$ cat src/rtl/assert_macros.svh
// Assertion helpers shared by the RTL files.
`ifndef ASSERT_MACROS_SVH
`define ASSERT_MACROS_SVH

// Checks a property on every rising clock edge while the block is out of reset.
`define ASSERT_CLK(label, clk, rst_n, prop, msg) \
	label: assert property (@(posedge clk) disable iff (!rst_n) prop) else $error(msg);

// Checks that a condition implies a consequent in the same cycle.
`define ASSERT_IMPL(label, clk, rst_n, cond, cons, msg) \
	label: assert property (@(posedge clk) disable iff (!rst_n) (cond) |-> (cons)) \
		else $error(msg);

`endif

$ cat src/rtl/tsp_pkg.sv
// ----------------------------------------------------------------------------
// tsp_pkg
// Types, codes and constants of the telemetry sentence parser.
// ----------------------------------------------------------------------------
package tsp_pkg;

	localparam int TAG_MAX_LENGTH_DEF = 19;
	localparam logic [7:0] LOW_BATTERY_LIMIT_RST = 8'd15;

	localparam int S_TDATA_W = 40;
	localparam int M_TDATA_W = 64;

	// Tag words, first character in the top byte.
	localparam logic [31:0] TAG_WORD_DATA = 32'h44415441;
	localparam logic [31:0] TAG_WORD_WARN = 32'h5741524E;
	localparam logic [31:0] TAG_WORD_ERR = 32'h45525200;

	localparam logic [7:0] CH_NUL = 8'h00;
	localparam logic [7:0] CH_DOLLAR = 8'h24;
	localparam logic [7:0] CH_COMMA = 8'h2C;
	localparam logic [7:0] CH_HASH = 8'h23;
	localparam logic [7:0] CH_PLUS = 8'h2B;
	localparam logic [7:0] CH_MINUS = 8'h2D;
	localparam logic [7:0] CH_SPACE = 8'h20;
	localparam logic [7:0] CH_TAB = 8'h09;
	localparam logic [7:0] CH_CR = 8'h0D;
	localparam logic [7:0] CH_ZERO = 8'h30;
	localparam logic [7:0] CH_NINE = 8'h39;

	localparam logic [31:0] MAG_CAP = 32'h8000_0000;

	typedef enum logic [1:0] {
		ST_OK          = 2'd0,
		ST_LOW_BATTERY = 2'd1,
		ST_MALFORMED   = 2'd2,
		ST_UNKNOWN_TAG = 2'd3
	} status_t;

	typedef enum logic [1:0] {
		TAG_NONE = 2'd0,
		TAG_DATA = 2'd1,
		TAG_WARN = 2'd2,
		TAG_ERR  = 2'd3
	} tag_code_t;

	typedef enum logic [2:0] {
		PH_TAG    = 3'b001,
		PH_FIELDS = 3'b010,
		PH_ENDED  = 3'b100
	} phase_t;

	typedef enum logic [3:0] {
		NP_SKIP   = 4'b0001,
		NP_SIGN   = 4'b0010,
		NP_DIGITS = 4'b0100,
		NP_DONE   = 4'b1000
	} num_phase_t;

	typedef struct packed {
		logic [31:0] timestamp;
		logic        last_byte;
		logic [7:0]  data_byte;
	} beat_t;

	typedef struct packed {
		logic [31:0] stamp_out;
		logic [1:0]  fields_seen;
		logic [7:0]  battery;
		logic [7:0]  satellites;
		logic [7:0]  speed;
		tag_code_t   tag_code;
		status_t     status;
	} result_t;

endpackage

$ cat src/rtl/tsp_parser.sv
// ----------------------------------------------------------------------------
// tsp_parser
// Sentence state and the per-byte update: tokenizer, tag match, number
// conversion and the first-decision status.
// ----------------------------------------------------------------------------
`include "assert_macros.svh"

module tsp_parser #(
	parameter int TAG_MAX_LENGTH = tsp_pkg::TAG_MAX_LENGTH_DEF
) (
	input  logic             clk,
	input  logic             arst_n,
	input  logic             en,
	input  tsp_pkg::beat_t   beat,
	input  logic [7:0]       low_battery_limit,
	output tsp_pkg::result_t result
);

	localparam int TLEN_W = $clog2(TAG_MAX_LENGTH + 2);

	typedef struct packed {
		tsp_pkg::phase_t     phase;
		logic                token_active;
		logic [TLEN_W-1:0]   tag_length;
		logic [31:0]         tag_chars;
		logic [1:0]          field_index;
		tsp_pkg::num_phase_t num_phase;
		logic [31:0]         magnitude;
		logic                negative;
		logic [7:0]          speed;
		logic [7:0]          satellites;
		logic [7:0]          battery;
		tsp_pkg::tag_code_t  tag;
		tsp_pkg::status_t    status;
		logic                decided;
		logic [31:0]         stamp;
		logic                in_sentence;
	} state_t;

	state_t st_q;
	state_t st_d;

	function automatic state_t clear_token(state_t s);
		state_t r;
		r = s;
		r.token_active = 1'b0;
		r.tag_length = '0;
		r.tag_chars = '0;
		r.num_phase = tsp_pkg::NP_SKIP;
		r.magnitude = '0;
		r.negative = 1'b0;
		return r;
	endfunction

	function automatic state_t clear_sentence();
		state_t r;
		r = '0;
		r = clear_token(r);
		r.phase = tsp_pkg::PH_TAG;
		r.tag = tsp_pkg::TAG_NONE;
		r.status = tsp_pkg::ST_OK;
		return r;
	endfunction

	function automatic state_t decide(state_t s, tsp_pkg::status_t code);
		state_t r;
		r = s;
		r.status = code;
		r.decided = 1'b1;
		return r;
	endfunction

	function automatic state_t end_token(state_t s, logic [7:0] lim);
		state_t r;
		logic [7:0] lo;
		logic low;
		r = s;
		// Saturated value: a negative magnitude never exceeds 2^31.
		if (s.negative) begin
			lo = 8'(32'd0 - s.magnitude);
		end else if (s.magnitude == tsp_pkg::MAG_CAP) begin
			lo = 8'hFF;
		end else begin
			lo = s.magnitude[7:0];
		end
		low = s.negative || (s.magnitude <= {24'd0, lim});
		case (s.phase)
			tsp_pkg::PH_TAG: begin
				if (s.tag_length > TLEN_W'(TAG_MAX_LENGTH)) begin
					r = decide(r, tsp_pkg::ST_MALFORMED);
				end else if (s.tag_length == TLEN_W'(4) &&
				             s.tag_chars == tsp_pkg::TAG_WORD_DATA) begin
					r.tag = tsp_pkg::TAG_DATA;
					r.phase = tsp_pkg::PH_FIELDS;
				end else if (s.tag_length == TLEN_W'(4) &&
				             s.tag_chars == tsp_pkg::TAG_WORD_WARN) begin
					r.tag = tsp_pkg::TAG_WARN;
					r.phase = tsp_pkg::PH_FIELDS;
				end else if (s.tag_length == TLEN_W'(3) &&
				             s.tag_chars == tsp_pkg::TAG_WORD_ERR) begin
					r.tag = tsp_pkg::TAG_ERR;
					r.phase = tsp_pkg::PH_FIELDS;
				end else begin
					r = decide(r, tsp_pkg::ST_UNKNOWN_TAG);
				end
			end
			tsp_pkg::PH_FIELDS: begin
				if (s.field_index == 2'd3) begin
					r = decide(r, tsp_pkg::ST_MALFORMED);
				end else begin
					case (s.field_index)
						2'd0: r.speed = lo;
						2'd1: r.satellites = lo;
						default: begin
							r.battery = lo;
							if (low) begin
								r = decide(r, tsp_pkg::ST_LOW_BATTERY);
							end
						end
					endcase
					r.field_index = s.field_index + 2'd1;
				end
			end
			default: ;
		endcase
		return clear_token(r);
	endfunction

	function automatic state_t add_digit(state_t s, logic [7:0] c);
		state_t r;
		logic [35:0] w;
		logic [35:0] m;
		logic [7:0] d;
		r = s;
		d = c - tsp_pkg::CH_ZERO;
		w = {4'd0, s.magnitude};
		m = (w << 3) + (w << 1) + {32'd0, d[3:0]};
		r.magnitude = (m > {4'd0, tsp_pkg::MAG_CAP}) ? tsp_pkg::MAG_CAP : m[31:0];
		r.num_phase = tsp_pkg::NP_DIGITS;
		return r;
	endfunction

	function automatic state_t number_char(state_t s, logic [7:0] c);
		state_t r;
		logic digit;
		logic ws;
		r = s;
		digit = c inside {[tsp_pkg::CH_ZERO:tsp_pkg::CH_NINE]};
		ws = c inside {tsp_pkg::CH_SPACE, [tsp_pkg::CH_TAB:tsp_pkg::CH_CR]};
		case (s.num_phase)
			tsp_pkg::NP_SKIP: begin
				if (ws) begin
					r = s;
				end else if (c == tsp_pkg::CH_PLUS) begin
					r.num_phase = tsp_pkg::NP_SIGN;
				end else if (c == tsp_pkg::CH_MINUS) begin
					r.negative = 1'b1;
					r.num_phase = tsp_pkg::NP_SIGN;
				end else if (digit) begin
					r = add_digit(s, c);
				end else begin
					r.num_phase = tsp_pkg::NP_DONE;
				end
			end
			tsp_pkg::NP_SIGN, tsp_pkg::NP_DIGITS: begin
				if (digit) begin
					r = add_digit(s, c);
				end else begin
					r.num_phase = tsp_pkg::NP_DONE;
				end
			end
			default: ;
		endcase
		return r;
	endfunction

	always_comb begin
		state_t n;
		logic [7:0] c;
		n = st_q;
		c = beat.data_byte;
		if (!n.in_sentence) begin
			n.stamp = beat.timestamp;
			n.in_sentence = 1'b1;
		end
		if (!n.decided && n.phase != tsp_pkg::PH_ENDED) begin
			if (c == tsp_pkg::CH_NUL) begin
				// NUL ends the text; the rest of the sentence is ignored.
				if (n.token_active) begin
					n = end_token(n, low_battery_limit);
				end
				if (!n.decided && n.phase == tsp_pkg::PH_TAG) begin
					n = decide(n, tsp_pkg::ST_MALFORMED);
				end
				n.phase = tsp_pkg::PH_ENDED;
			end else if (c inside {tsp_pkg::CH_DOLLAR, tsp_pkg::CH_COMMA, tsp_pkg::CH_HASH}) begin
				if (n.token_active) begin
					n = end_token(n, low_battery_limit);
				end
			end else begin
				n.token_active = 1'b1;
				if (n.phase == tsp_pkg::PH_TAG) begin
					if (n.tag_length < TLEN_W'(4)) begin
						case (n.tag_length[1:0])
							2'd0: n.tag_chars[31:24] = c;
							2'd1: n.tag_chars[23:16] = c;
							2'd2: n.tag_chars[15:8] = c;
							default: n.tag_chars[7:0] = c;
						endcase
					end
					if (n.tag_length <= TLEN_W'(TAG_MAX_LENGTH)) begin
						n.tag_length = n.tag_length + TLEN_W'(1);
					end
				end else begin
					n = number_char(n, c);
				end
			end
		end
		if (beat.last_byte && !n.decided) begin
			if (n.token_active) begin
				n = end_token(n, low_battery_limit);
			end
			if (!n.decided && n.phase == tsp_pkg::PH_TAG) begin
				n = decide(n, tsp_pkg::ST_MALFORMED);
			end
		end
		result.status = n.decided ? n.status : tsp_pkg::ST_OK;
		result.tag_code = n.tag;
		result.speed = n.speed;
		result.satellites = n.satellites;
		result.battery = n.battery;
		result.fields_seen = n.field_index;
		result.stamp_out = n.stamp;
		st_d = beat.last_byte ? clear_sentence() : n;
	end

	always_ff @(posedge clk or negedge arst_n) begin
		if (!arst_n) begin
			st_q <= clear_sentence();
		end else if (en) begin
			st_q <= st_d;
		end
	end

	`ASSERT_CLK(a_decided_status, clk, arst_n,
		st_q.decided == (st_q.status != tsp_pkg::ST_OK), "status set without a decision")
	`ASSERT_IMPL(a_fields_have_tag, clk, arst_n, st_q.phase == tsp_pkg::PH_FIELDS,
		st_q.tag != tsp_pkg::TAG_NONE, "field phase entered without a valid tag")
	`ASSERT_CLK(a_mag_capped, clk, arst_n, st_q.magnitude <= tsp_pkg::MAG_CAP,
		"number accumulator exceeded its saturation limit")

endmodule

$ cat src/rtl/telemetry_sentence_parser_top.sv
// ----------------------------------------------------------------------------
// telemetry_sentence_parser_top
// Parses telemetry sentences delivered one ASCII character per input beat
// and returns one result beat per sentence, on the beat marked by s_tlast.
// The block accepts one character beat per clock cycle unless a final
// character is stalled in the input register. Each beat is registered, then
// the combinational parser logic updates the sentence state and, for the last
// character, loads the output register. Only a last character waits while an
// unread result occupies the output register; other characters keep flowing.
// The low battery limit resets to 15 and may be written through
// cfg_we/cfg_wdata while no sentence is in progress.
// ----------------------------------------------------------------------------
`include "assert_macros.svh"

module telemetry_sentence_parser_top #(
	parameter int TAG_MAX_LENGTH = tsp_pkg::TAG_MAX_LENGTH_DEF
) (
	input  logic                          clk,
	input  logic                          arst_n,
	// data_byte [7:0], timestamp [39:8]
	input  logic [tsp_pkg::S_TDATA_W-1:0] s_tdata,
	input  logic                          s_tlast,
	input  logic                          s_tvalid,
	output logic                          s_tready,
	// status [1:0], tag_code [3:2], speed [11:4], satellites [19:12],
	// battery [27:20], fields_seen [29:28], stamp_out [61:30], zero [63:62]
	output logic [tsp_pkg::M_TDATA_W-1:0] m_tdata,
	output logic                          m_tvalid,
	input  logic                          m_tready,
	input  logic                          cfg_we,
	input  logic [7:0]                    cfg_wdata
);

	tsp_pkg::beat_t   beat_s1;
	logic             valid_s1;
	tsp_pkg::result_t result_c;
	tsp_pkg::result_t result_q;
	logic             m_tvalid_q;
	logic [7:0]       low_battery_limit_q;
	logic             fire;

	// A non-final character needs no room at the output.
	assign fire = valid_s1 && (!beat_s1.last_byte || !m_tvalid_q || m_tready);
	assign s_tready = !valid_s1 || fire;

	always_ff @(posedge clk or negedge arst_n) begin
		if (!arst_n) begin
			valid_s1 <= 1'b0;
		end else if (s_tready) begin
			valid_s1 <= s_tvalid;
		end
	end

	always_ff @(posedge clk) begin
		if (s_tready && s_tvalid) begin
			beat_s1.data_byte <= s_tdata[7:0];
			beat_s1.timestamp <= s_tdata[39:8];
			beat_s1.last_byte <= s_tlast;
		end
	end

	always_ff @(posedge clk or negedge arst_n) begin
		if (!arst_n) begin
			low_battery_limit_q <= tsp_pkg::LOW_BATTERY_LIMIT_RST;
		end else if (cfg_we) begin
			low_battery_limit_q <= cfg_wdata;
		end
	end

	tsp_parser #(
		.TAG_MAX_LENGTH(TAG_MAX_LENGTH)
	) u_parser (
		.clk               (clk),
		.arst_n            (arst_n),
		.en                (fire),
		.beat              (beat_s1),
		.low_battery_limit (low_battery_limit_q),
		.result            (result_c)
	);

	always_ff @(posedge clk or negedge arst_n) begin
		if (!arst_n) begin
			m_tvalid_q <= 1'b0;
		end else if (fire && beat_s1.last_byte) begin
			m_tvalid_q <= 1'b1;
		end else if (m_tready) begin
			m_tvalid_q <= 1'b0;
		end
	end

	always_ff @(posedge clk) begin
		if (fire && beat_s1.last_byte) begin
			result_q <= result_c;
		end
	end

	assign m_tvalid = m_tvalid_q;
	assign m_tdata = {2'b00, result_q.stamp_out, result_q.fields_seen, result_q.battery,
		result_q.satellites, result_q.speed, result_q.tag_code, result_q.status};

	`ASSERT_CLK(a_result_loaded, clk, arst_n,
		(fire && beat_s1.last_byte) |=> m_tvalid_q, "final beat did not raise a result")
	`ASSERT_IMPL(a_no_overwrite, clk, arst_n,
		m_tvalid_q && !m_tready && valid_s1 && beat_s1.last_byte, !fire,
		"pending result would be overwritten")
	`ASSERT_CLK(a_stage_holds, clk, arst_n,
		(valid_s1 && !fire) |=> (valid_s1 && $stable(beat_s1)), "stalled input stage changed")

endmodule
$ cat config.mk
export PLATFORM = sky130hd
export DESIGN_NAME = telemetry_sentence_parser_top
export DESIGN_NICKNAME = d
export VERILOG_FILES = /design/src/rtl/tsp_pkg.sv /design/src/rtl/tsp_parser.sv /design/src/rtl/telemetry_sentence_parser_top.sv
export VERILOG_INCLUDE_DIRS = /design/src /design/src/rtl
export SDC_FILE = /design/constraint.sdc
export NUM_CORES = 1
export LEC_CHECK = 0
export BUFFER_PORTS_ARGS = -buffer_cell sky130_fd_sc_hd__clkbuf_2
export CAP_MARGIN = 20
export CORE_MARGIN = 2
export CORE_UTILIZATION = 29
export CTS_CLUSTER_DIAMETER = 50
export CTS_CLUSTER_SIZE = 10
export DETAILED_ROUTE_END_ITERATION = 10
export GPL_TIMING_DRIVEN = 0
export HOLD_SLACK_MARGIN = 0.02
export MAX_ROUTING_LAYER = met4
export SETUP_SLACK_MARGIN = 0.2
export SLEW_MARGIN = 10
export SYNTH_ARGS = -nofsm -noshare
export SYNTH_HDL_FRONTEND = slang
export SYNTH_HIERARCHICAL = 1
export SYNTH_SLANG_ARGS = --single-unit
$ cat constraint.sdc
create_clock -name clk -period 7.67 [get_ports clk]
set_input_delay 1.534 -clock clk [delete_from_list [all_inputs] [get_ports clk]]
set_output_delay 1.534 -clock clk [all_outputs]
set_load 0.005 [all_outputs]
=== After elaboration in Yosys (flattened, before gate mapping) ===
Cells that the tools add are included.

* Logic and storage cells: 190
* Register bits: 255
* Input port bits: 54

* $lt $le $gt $ge: 11
* Multiplexer cells: 70
* Add/subtract/negate cells: 8
* Reduce and logical (&&, ||, !) cells: 38
* Eq/ne operators: 34

{| class="wikitable"
|+ Operators by type and width
! cell !! count
|-
| $mux W142 || 12
|-
| $pmux W142 S2 || 2
|-
| $mux W36 || 10
|-
| $mux W101 || 2
|-
| $mux W99 || 2
|-
| $pmux W99 S2 || 1
|-
| $eq A32 B31 Y1 const B || 6
|-
| $mux W95 || 2
|-
| $mux W32 || 3
|-
| $mux W46 || 2
|-
| $eq A32 B32 Y1 const B || 2
|-
| $le A32 B8 Y1 || 2
|-
| $mux W8 || 8
|-
| $pmux W8 S2 || 4
|-
| $mux W62 || 1
|-
| $eq A8 B6 Y1 const B || 6
|-
| $mux W37 || 1
|-
| $add A35 B33 Y36 || 1
|-
| $add A36 B4 Y36 || 1
|-
| $gt A36 B32 Y1 const B || 1
|-
| $mux W33 || 1
|-
| $mux W3 || 6
|-
| $sub A1 B8 Y8 const A || 2
|-
| $logic_and A1 B1 Y1 || 15
|-
| other kinds (32) || 68
|}

=== Depth between registers and ports, before layout ===
Gate-level depths: netlist of run 1.

* Word-level depth: 29
* Mapped depth: 29
* Gate-level depth less buffers: 27

=== Hierarchy ===
Netlist of run 1, hierarchy kept.

{| class="wikitable"
|+ By module, submodules not included
! module !! cells an instance !! area each (µm²) !! seq. area each (µm²) !! instances
|-
| tsp_parser || 1,495 || 12,684.7 || 3,555.9 || 1
|-
| telemetry_sentence_parser_top || 133 || 3,554.7 || 3,348.2 || 1
|}

=== Least setup slack after synthesis of run 1 ===
No wires, ideal clock.

* Path type: register -> register
* From: register beat_s1[3] in the netlist's numbering
* To: register result_q (netlist bit m_tdata[0]) (data pin)
* Setup slack: 1,768 ps
* Path buffers: 1
* Stages on the path, launching flop included: 28
* Data arrival time: 5,771 ps
* Library setup time: 130 ps
* Data required time: 7,540 ps
* Period minus slack after synthesis: 5,902 ps
* Cell sequence: edfxtp_1 fa_1 inv_1 fa_1 nor2b_1 o2111ai_1 a211oi_1 a21boi_0 xor2_1 nand4_1 nor4_2 a31o_1 buf_6 a31oi_1 o31ai_2 ha_1 nor2b_1 o21a_1 o21ai_0 nand2b_1 a21oi_1 o21ai_0 o21ai_0 and2_1 a41oi_1 a2111o_1 o211ai_1 o211a_1

* Word-level cells in the longest chain between the ends: 25
* Elaborated cells between the ends (all ways): 73

{| class="wikitable"
|+ Ends and longest elaborated chain
! element !! line !! text
|-
| start, declared || telemetry_sentence_parser_top.sv:34 || <nowiki>tsp_pkg::beat_t beat_s1;</nowiki>
|-
| $sub A4 B1 Y4 || tsp_parser.sv:135 || <nowiki>d = c - tsp_pkg::CH_ZERO;</nowiki>
|-
| $add A36 B4 Y36 || tsp_parser.sv:137 || <nowiki>m = (w << 3) + (w << 1) + {32'd0, d[3:0]};</nowiki>
|-
| $gt A36 B32 Y1 || tsp_parser.sv:138 || <nowiki>r.magnitude = (m > {4'd0, tsp_pkg::MAG_CAP}) ? tsp_pkg::MAG_CAP : m[31:0];</nowiki>
|-
| $mux W32 || tsp_parser.sv:138 ||
|-
| $mux W95 || tsp_parser.sv:159, tsp_parser.sv:166 ||
|-
| $mux W32 || tsp_parser.sv:156 || <nowiki>end else if (c == tsp_pkg::CH_MINUS) begin</nowiki>
|-
| $mux W95 || tsp_parser.sv:154 || <nowiki>end else if (c == tsp_pkg::CH_PLUS) begin</nowiki>
|-
| $mux W99 || tsp_parser.sv:152 || <nowiki>if (ws) begin</nowiki>
|-
| [... 9 more ...] || n/a ||
|-
| $mux W101 || tsp_parser.sv:108 || <nowiki>if (s.field_index == 2'd3) begin</nowiki>
|-
| $pmux W142 S2 || tsp_parser.sv:87 || <nowiki>case (s.phase)</nowiki>
|-
| $mux W142 || tsp_parser.sv:220 || <nowiki>if (n.token_active) begin</nowiki>
|-
| $mux W142 || tsp_parser.sv:219 || <nowiki>if (beat.last_byte && !n.decided) begin</nowiki>
|-
| $logic_not A1 Y1 || tsp_parser.sv:223 || <nowiki>if (!n.decided && n.phase == tsp_pkg::PH_TAG) begin</nowiki>
|-
| $logic_and A1 B1 Y1 || tsp_parser.sv:223 ||
|-
| $mux W36 || tsp_parser.sv:223 ||
|-
| $mux W142 (*) || tsp_parser.sv:219 ||
|-
| end signal, assigned || telemetry_sentence_parser_top.sv:93 || <nowiki>result_q <= result_c;</nowiki>
|-
| end, declared || telemetry_sentence_parser_top.sv:37 || <nowiki>tsp_pkg::result_t result_q;</nowiki>
|}

Every way passes the cells marked *; elsewhere a longest branch is shown, timed or not. The select of a mux whose other input is x is not followed.
A chain may end at the register's enable or synchronous reset.

=== Worst setup path in the final report of run 1 ===
Same ends and word-level chain as after synthesis.

==> impl_metrics.ini, run 1 <==
[status]
status = completed

[critical_path]
setup.worst_path.class = register to register
reg2reg_to = m_tdata[0]$_DFFE_PP_
r2r_cells = 24
cp.required_ns = 7.94
arrival_ns = 7.43
rrSetupSlack_ns = 0.51
crit_start = beat_s1[3]$_DFFE_PP_
r2r_start = beat_s1[3]$_DFFE_PP_
worst-path-max-fanout = 9
critPathCaptureType = register
startpoint_type = register

[drt]
via_count = 14400
postRouteAntennaNets = 0
firstDrtPassIters = 5
wire_per_inst_microns = 20.4
drt_iter0_drc = 1322
wirelength_microns = 52600
dr_wl_met2_microns = 23800
via_per_inst = 5.59
drt-met1-wl_microns = 23800
route.detailed.drc = 0
dr_wl_met3_microns = 3410
top_layer = met4

[clock_network]
ctsHtreeMaxLevel = 2
cts_max_path_buffers = 3
hold_buffers = 0
cts_made_buffers = 39
cts.sinks = 255
root_buffer = clkbuf_16
path_clk_slew_ns = 0.05
clock_latency_ns = 0.55
cts_tree = done

[floorplan]
die_x_microns = 241
io_pins = 120
start_util = 0.294
rows = 86
dieArea_sq_um = 57900
core_area_sq_um = 55200
die-height_microns = 241

[pwr]
seqPwrFrac = 0.415
total_switching_power_mw = 1.04
vdd_drop_max_mv = 0.182
power.density_nw_per_um2 = 200
swShare = 0.271
internal_power_mw = 2.79
clock_power_share = 0.455
power_leakage_nw = 8.02
pwr-share-comb = 0.130

[synthesis]
ys_seq_area_frac = 0.425
yosysUniqueCellTypes = 111
yosys.area.top_type = dfrtp_1
ys_dominant_reg_cell = dfrtp_1
synth-async-reset-ratio = 0.596
yosys_warnings = 6
syn-cell-area_sq_um = 16200
synth-edff-count = 103
synth_top_area_frac = 0.225
synth_seq_cells = 255
synth_area_leaders = dfrtp_1 (22%), edfxtp_1 (19%), ha_1 (6.5%)
syn_area_per_cell_sq_um = 9.98
synthCells = 1628

[sta]
finalMaxSlewViolations = 0
fin_ws_ns = 0.507
hold_violations = 0
fin_crit_ns = 7.16
fmax_ghz = 0.140
final.setup.tns_ns = 0
worst_pin_slew_ns = 1.01
relSlewSlack = 0.320
fin_crit_sh = 0.934
rsz0062_at_grt = false
fin_skew_ns = 0.0236
setup_viol = 0

[grt]
overflow = 0
grt_max_degree = 85
antenna_found_initial = 0
grt_first_pass_wirelength_microns = 82200
grt.total_usage = 0.185
grt_pass1_vias = 14000

[cells_and_area]
layout-drive-gt1-share = 0.171
register_area_sq_um = 6900
fin_nets = 1935
multi_input_area_sq_um = 8740
syn2layout_area_growth_pct = 18.2
n_antenna_cell = 0
fill_cells = 5594

[worst_hold_path]
hp-class = register to register
min_from = u_parser/st_q[61]$_DFFE_PN0P_
whs_path_depth = 1
min_to = u_parser/st_q[61]$_DFFE_PN0P_

[placement]
hpwlAfterDp_microns = 39000
place_ws_ns = 0.272
routabilityCongestion = 0.935
port-buffer-count = 116

[run]
drv_cap = 0
==> synthesized netlist by cell type (8+ instances only) <==
master,n
a21oi_1,111
nand2_1,163
buf_2,8
and3_1,17
o21ai_0,82
mux2i_1,12
nand4_1,24
xor2_1,11
o22ai_1,10
nor3_1,32
o211ai_1,22
nand2b_1,12
a21o_1,18
nor2b_1,22
o2bb2ai_1,30
and2_1,15
o21a_1,13
clkbuf_1,59
nor4_1,20
dfrtp_1,146
o31ai_1,9
inv_1,39
nor2_1,93
nor3b_1,9
mux2_2,36
edfxtp_1,103
nand3_1,39
xnor2_1,15
a41oi_1,9
a31oi_1,22
or3_1,17
a22oi_1,18
ha_1,85
mux2_4,8
a22o_1,84
o21ai_1,18
a211oi_1,9
nor4b_1,9
==> power groups by stage <==
stage	logic (mW)	registers, mW	clock network, mW
finish	0.500	1.59	1.74
global route	0.547	1.60	1.84
CTS	0.496	1.59	1.77
detailed placement	0.492	1.61	0
global placement	0.478	1.61	0
floorplan	0.316	1.60	0
==> stage by stage <==
step	instances	hold slack, ns	util	power, mW	area [sq um]
6_report	2573	0.478	0.348	3.84	19200
5_1_grt	2573	0.493	0.348	3.99	19200
4_1_cts	2571	0.483	0.347	3.86	19200
3_5_place_dp	2499	0.467	0.324	2.10	17900
3_3_place_gp	2493	0.464	0.322	2.09	17800
2_1_floorplan	1629	0.448	-	1.91	16200
==> metal layers <==
metal / GRT usage / vias up
met3: 0.0273 / 104
met2: 0.280 / 570
li1: - / 6634
met1: 0.254 / 7080
met5: - / -
met4: 0.0597 / 0
==> layout by cell type (no fill, tap or decap), types with 24 or more instances in the layout <==
cell / netlist / routed
a21oi_1: 111 / 111
a22o_1: 84 / 84
clkbuf_1: 59 / 74
clkbuf_16: 0 / 39
clkbuf_2: 0 / 115
dfrtp_1: 146 / 146
edfxtp_1: 103 / 103
ha_1: 85 / 85
inv_1: 39 / 39
mux2_2: 36 / 36
nand2_1: 163 / 163
nand3_1: 39 / 39
nand4_1: 24 / 24
nor2_1: 93 / 92
nor3_1: 32 / 31
o21ai_0: 82 / 82
o2bb2ai_1: 30 / 30
==> state kept, by name, summed over array words and instances, names as in the netlist <==
signal and flops:
valid_s1 1, low_battery_limit_q 8, m_tdata 62, u_parser/st_q 142, beat_s1 41, m_tvalid 1
==> cell type report <==
| cell class | count | share of cell area |
|---|---|---|
| clock inverters | 17 | 0.0117 |
| well taps | 748 | 0.0488 |
| repair buffers | 124 | 0.0370 |
| clock buffers | 55 | 0.0545 |
| multi-input cells | 1246 | 0.455 |
| plain buffers | 89 | 0.0257 |
| flip-flops and latches | 255 | 0.360 |
| inverters | 39 | 0.00763 |
==> timing repair <==
action,4_1_cts,5_1_grt
gates resized for setup,1,3
cloned,0,0
pin swaps,0,2
endpoints found under the setup margin,1,2
setup buffers,0,2
hold endpoints to repair,0,0
==> cell families (layout without fill, tap and decap cells) <==
| logic type | count (synthesis) | in the layout | synth area share |
|---|---|---|---|
| other | 1 | 2 | 0.000231 |
| AOI/OAI and AO/OA | 549 | 549 | 0.243 |
| xor gates and xnor gates | 28 | 28 | 0.0160 |
| DFF | 255 | 255 | 0.425 |
| buffers and inverters | 128 | 324 | 0.0394 |
| muxes | 56 | 56 | 0.0398 |
| and+or+nand+nor | 524 | 524 | 0.168 |
| adders and majority gates | 87 | 87 | 0.0680 |
==> worst max path at each step <==
| stage | endpoint | depth (start not counted) |
|---|---|---|
| 2_1_floorplan | m_tdata[0]$_DFFE_PP_ | 27 |
| 3_3_place_gp | m_tdata[0]$_DFFE_PP_ | 27 |
| 3_5_place_dp | m_tdata[0]$_DFFE_PP_ | 27 |
| 4_1_cts | m_tdata[0]$_DFFE_PP_ | 27 |
| 5_1_grt | m_tdata[0]$_DFFE_PP_ | 26 |
| 6_report | m_tdata[0]$_DFFE_PP_ | 24 |
==> worst max-delay path, cell delays in order, from the launching register on <==
cell and delay (ns):
edfxtp_1 0.53, fa_1 0.61, inv_1 0.06, fa_1 0.46, nor2b_1 0.22, o2111a_1 0.25, o21ai_0 0.18, a31oi_1 0.51
a21boi_0 0.21, xnor2_1 0.49, inv_1 0.14, a31oi_2 0.51, nor2_1 0.29, a32o_1 0.43, ha_1 0.32, o21ai_0 0.08
nand2b_1 0.07, a21oi_1 0.06, o21ai_0 0.12, o21ai_0 0.13, and2_1 0.19, a41oi_1 0.40, nor2_1 0.13, o21a_1 0.21
o211a_1 0.26
Note: power is estimated with default switching activity, not from simulation.
==> run 2: changes to the inputs <==
--- a/config.mk
+++ b/config.mk
@@ -6,6 +6,7 @@
 export SDC_FILE = /design/constraint.sdc
 export NUM_CORES = 1
 export LEC_CHECK = 0
+export ABC_AREA = 1
 export BUFFER_PORTS_ARGS = -buffer_cell sky130_fd_sc_hd__clkbuf_2
 export CAP_MARGIN = 20
 export CORE_MARGIN = 2
@@ -16,6 +17,7 @@
 export GPL_TIMING_DRIVEN = 0
 export HOLD_SLACK_MARGIN = 0.02
 export MAX_ROUTING_LAYER = met4
+export REMOVE_ABC_BUFFERS = 1
 export SETUP_SLACK_MARGIN = 0.2
 export SLEW_MARGIN = 10
 export SYNTH_ARGS = -nofsm -noshare
==> run 2 against run 1 <==
Net effect: non-clock buffer count fell by 85; global-route usage fell by 1.3 points; critical endpoint unchanged; sequential power rose by 3%; highest routed layer unchanged; power up 8.3%; clock skew rose by 0.0027 ns; setup slack better by 0.63 ns; largest power group is now sequential cells; final cell count grew 30%; largest cell class unchanged.
==> impl_metrics.ini, run 2 <==
[status]
status = completed

[synthesis]
synthTopCellsByCount = nand2_1 (766), inv_1 (318), nor2_1 (156), dfrtp_1 (146), o21ai_0 (143)
synthAdderAreaFrac = 0.0622
yosysUniqueCellTypes = 69
synth_area_leaders = dfrtp_1 (21%), edfxtp_1 (17%), nand2_1 (16%)
yosys_warnings = 6
synth-edff-count = 103
synth-async-reset-ratio = 0.596
ys_seq_area_frac = 0.389
syn_area_per_cell_sq_um = 7.27
synth_top_family_by_area = simple AND/OR/NAND/NOR gates
yosys-mux-area-fraction = 0.00169
synth_seq_cells = 255
syn-cell-area_sq_um = 17700
synth_compound_area_frac = 0.144
synth_xor_area_frac = 0.00691
ys_dominant_reg_cell = dfrtp_1
yosys.area_share.simple = 0.302
synth_top_area_frac = 0.206
yosysMostFrequentCell = nand2_1
yosys.area.top_type = dfrtp_1
synthCells = 2438

[critical_path]
cp.required_ns = 8.05
worst-path-max-fanout = 18
cpMaxStageDelayCell = fa_1
crit_top_cell = nand2_1
critPathCaptureType = register
setup.worst_path.class = register to register
slowest_delay_ns = 0.66
arrival_ns = 6.92
startpoint_type = register

[grt]
antenna_found_initial = 0
grt.total_usage = 0.172
grt_max_degree = 78
grt_pass1_vias = 15600
overflow = 0
grt_first_pass_wirelength_microns = 85300

[floorplan]
rows = 90
die_x_microns = 251
die-height_microns = 251
io_pins = 120
dieArea_sq_um = 63200
start_util = 0.294
core_area_sq_um = 60400

[cells_and_area]
final_common_cell = nand2_1
largest_reg_flops = 142
final_cell_mix = nand2_1 (766), inv_1 (316), nor2_1 (154)
final_cells = 3345
syn2layout_area_growth_pct = 14.8
fill_cells = 6467
multi_input_area_sq_um = 9210
layout-drive-gt1-share = 0.122
n_antenna_cell = 0
largest-register = u_parser/st_q
register_area_sq_um = 6900
fin_nets = 2679

[sta]
relSlewSlack = 0.279
fin_skew_ns = 0.0264
fin_crit_sh = 0.852
worst_pin_slew_ns = 1.08
setup_viol = 0
fin_crit_ns = 6.54
hold_violations = 0
fmax_ghz = 0.153
rsz0062_at_grt = false
finalMaxSlewViolations = 0

[placement]
port-buffer-count = 117
routabilityCongestion = 0.940
dp.cells = 3282
hpwlAfterDp_microns = 39200

[drt]
route.detailed.drc = 0
wire_per_inst_microns = 16.0
drt_iter0_drc = 1391
via_count = 16700
postRouteAntennaNets = 0
via_per_inst = 4.99
firstDrtPassIters = 6
wirelength_microns = 53700

[clock_network]
cts-resized-gates = 0
root_buffer = clkbuf_16
cts_tree = done
cts_made_buffers = 35
hold_buffers = 0
cts_max_path_buffers = 3
ctsHtreeMaxLevel = 2
cts.sinks = 255
cts_setup_buffers = 0
path_clk_slew_ns = 0.05
clock_latency_ns = 0.54

[worst_hold_path]
hp-class = register to register

[pwr]
p_total_mw = 4.15
vdd_drop_max_mv = 0.138
power_leakage_nw = 9.97
power.density_nw_per_um2 = 204

[run]
drv_cap = 0
-- run 2: cell types whose count changed after synthesis, moves of 22 or more --
cell	previous run	this run
nor2_1	93	156
o2bb2ai_1	30	0
mux2_2	36	0
inv_1	39	318
a22o_1	84	35
o21ai_0	82	143
inv_2	0	29
nor2b_1	22	0
nand3_1	39	135
nand2_1	163	766
o22ai_1	10	55
-- run 2: worst paths after layout --
check	cells past startpoint	endpoint	startpoint	slack, ns
max	45	m_tdata[0]$_DFFE_PP_	beat_s1[3]$_DFFE_PP_	1.13
min	2	u_parser/st_q[48]$_DFFE_PN0P_	u_parser/st_q[48]$_DFFE_PN0P_	0.48
max reg2reg	45	m_tdata[0]$_DFFE_PP_	beat_s1[3]$_DFFE_PP_	1.13
min reg2reg	2	u_parser/st_q[48]$_DFFE_PN0P_	u_parser/st_q[48]$_DFFE_PN0P_	0.48
max in group asynchronous	2	u_parser/st_q[139]$_DFFE_PN1P_	arst_n	5.74
min in group asynchronous	1	low_battery_limit_q[4]$_DFFE_PN0P_	arst_n	1.02
-- run 2: stage by stage --
stage          instance area, sq um  utilization  setup slack, ns  setup TNS (ns)  hold slack (ns)
6_report                      20400        0.337             1.13               0            0.479
5_1_grt                       20400        0.337            0.576               0            0.493
4_1_cts                       20300        0.337             1.23               0            0.481
3_5_place_dp                  19200        0.319             1.27               0            0.466
3_3_place_gp                  19000        0.315           -13.89        -1570.18            0.461
2_1_floorplan                 17400            -            -4.26         -392.34            0.441
-- run 2: layout make-up --
cell class,instances,area share
multi-input cells,1762,0.452
flip-flops and latches,255,0.339
inverters,356,0.0665
clock buffers,52,0.0482
well taps,782,0.0480
repair buffers,128,0.0402
clock inverters,10,0.00614
-- run 2: logic make-up (layout without fill, tap and decap cells) --
logic type,after synthesis,in the layout
DFF,255,255
other,1,2
adders and majority gates,87,87
xor gates and xnor gates,14,14
AOI/OAI and AO/OA,429,429
muxes,3,3
and+or+nand+nor,1227,1227
buffers and inverters,422,546
-- run 2: worst max-delay path: cells and delay by family, from the launching register on --
| family | cells | cell delay [ns] |
|---|---|---|
| buffers and inverters | 5 | 0.35 |
| AO/OA/AOI/OAI | 5 | 0.94 |
| adder cells (fa/ha/maj) | 3 | 1.43 |
| flip-flops | 1 | 0.63 |
| AND/OR/NAND/NOR | 32 | 3.00 |
-- run 2: where the power goes --
| part | internal [mW] | switching (mW) |
|---|---|---|
| Sequential | 1.54 | 0.0965 |
| Clock | 0.934 | 0.638 |
| Combinational | 0.306 | 0.634 |
-- run 2: routing by layer --
| layer | vias to the layer above | wire length (microns) | global-route usage |
|---|---|---|---|
| li1 | 8286 | - | - |
| met1 | 7740 | 25300 | 0.241 |
| met2 | 555 | 23400 | 0.258 |
| met3 | 104 | 3580 | 0.0308 |
| met4 | 0 | 1380 | 0.0439 |
| met5 | - | 0 | - |
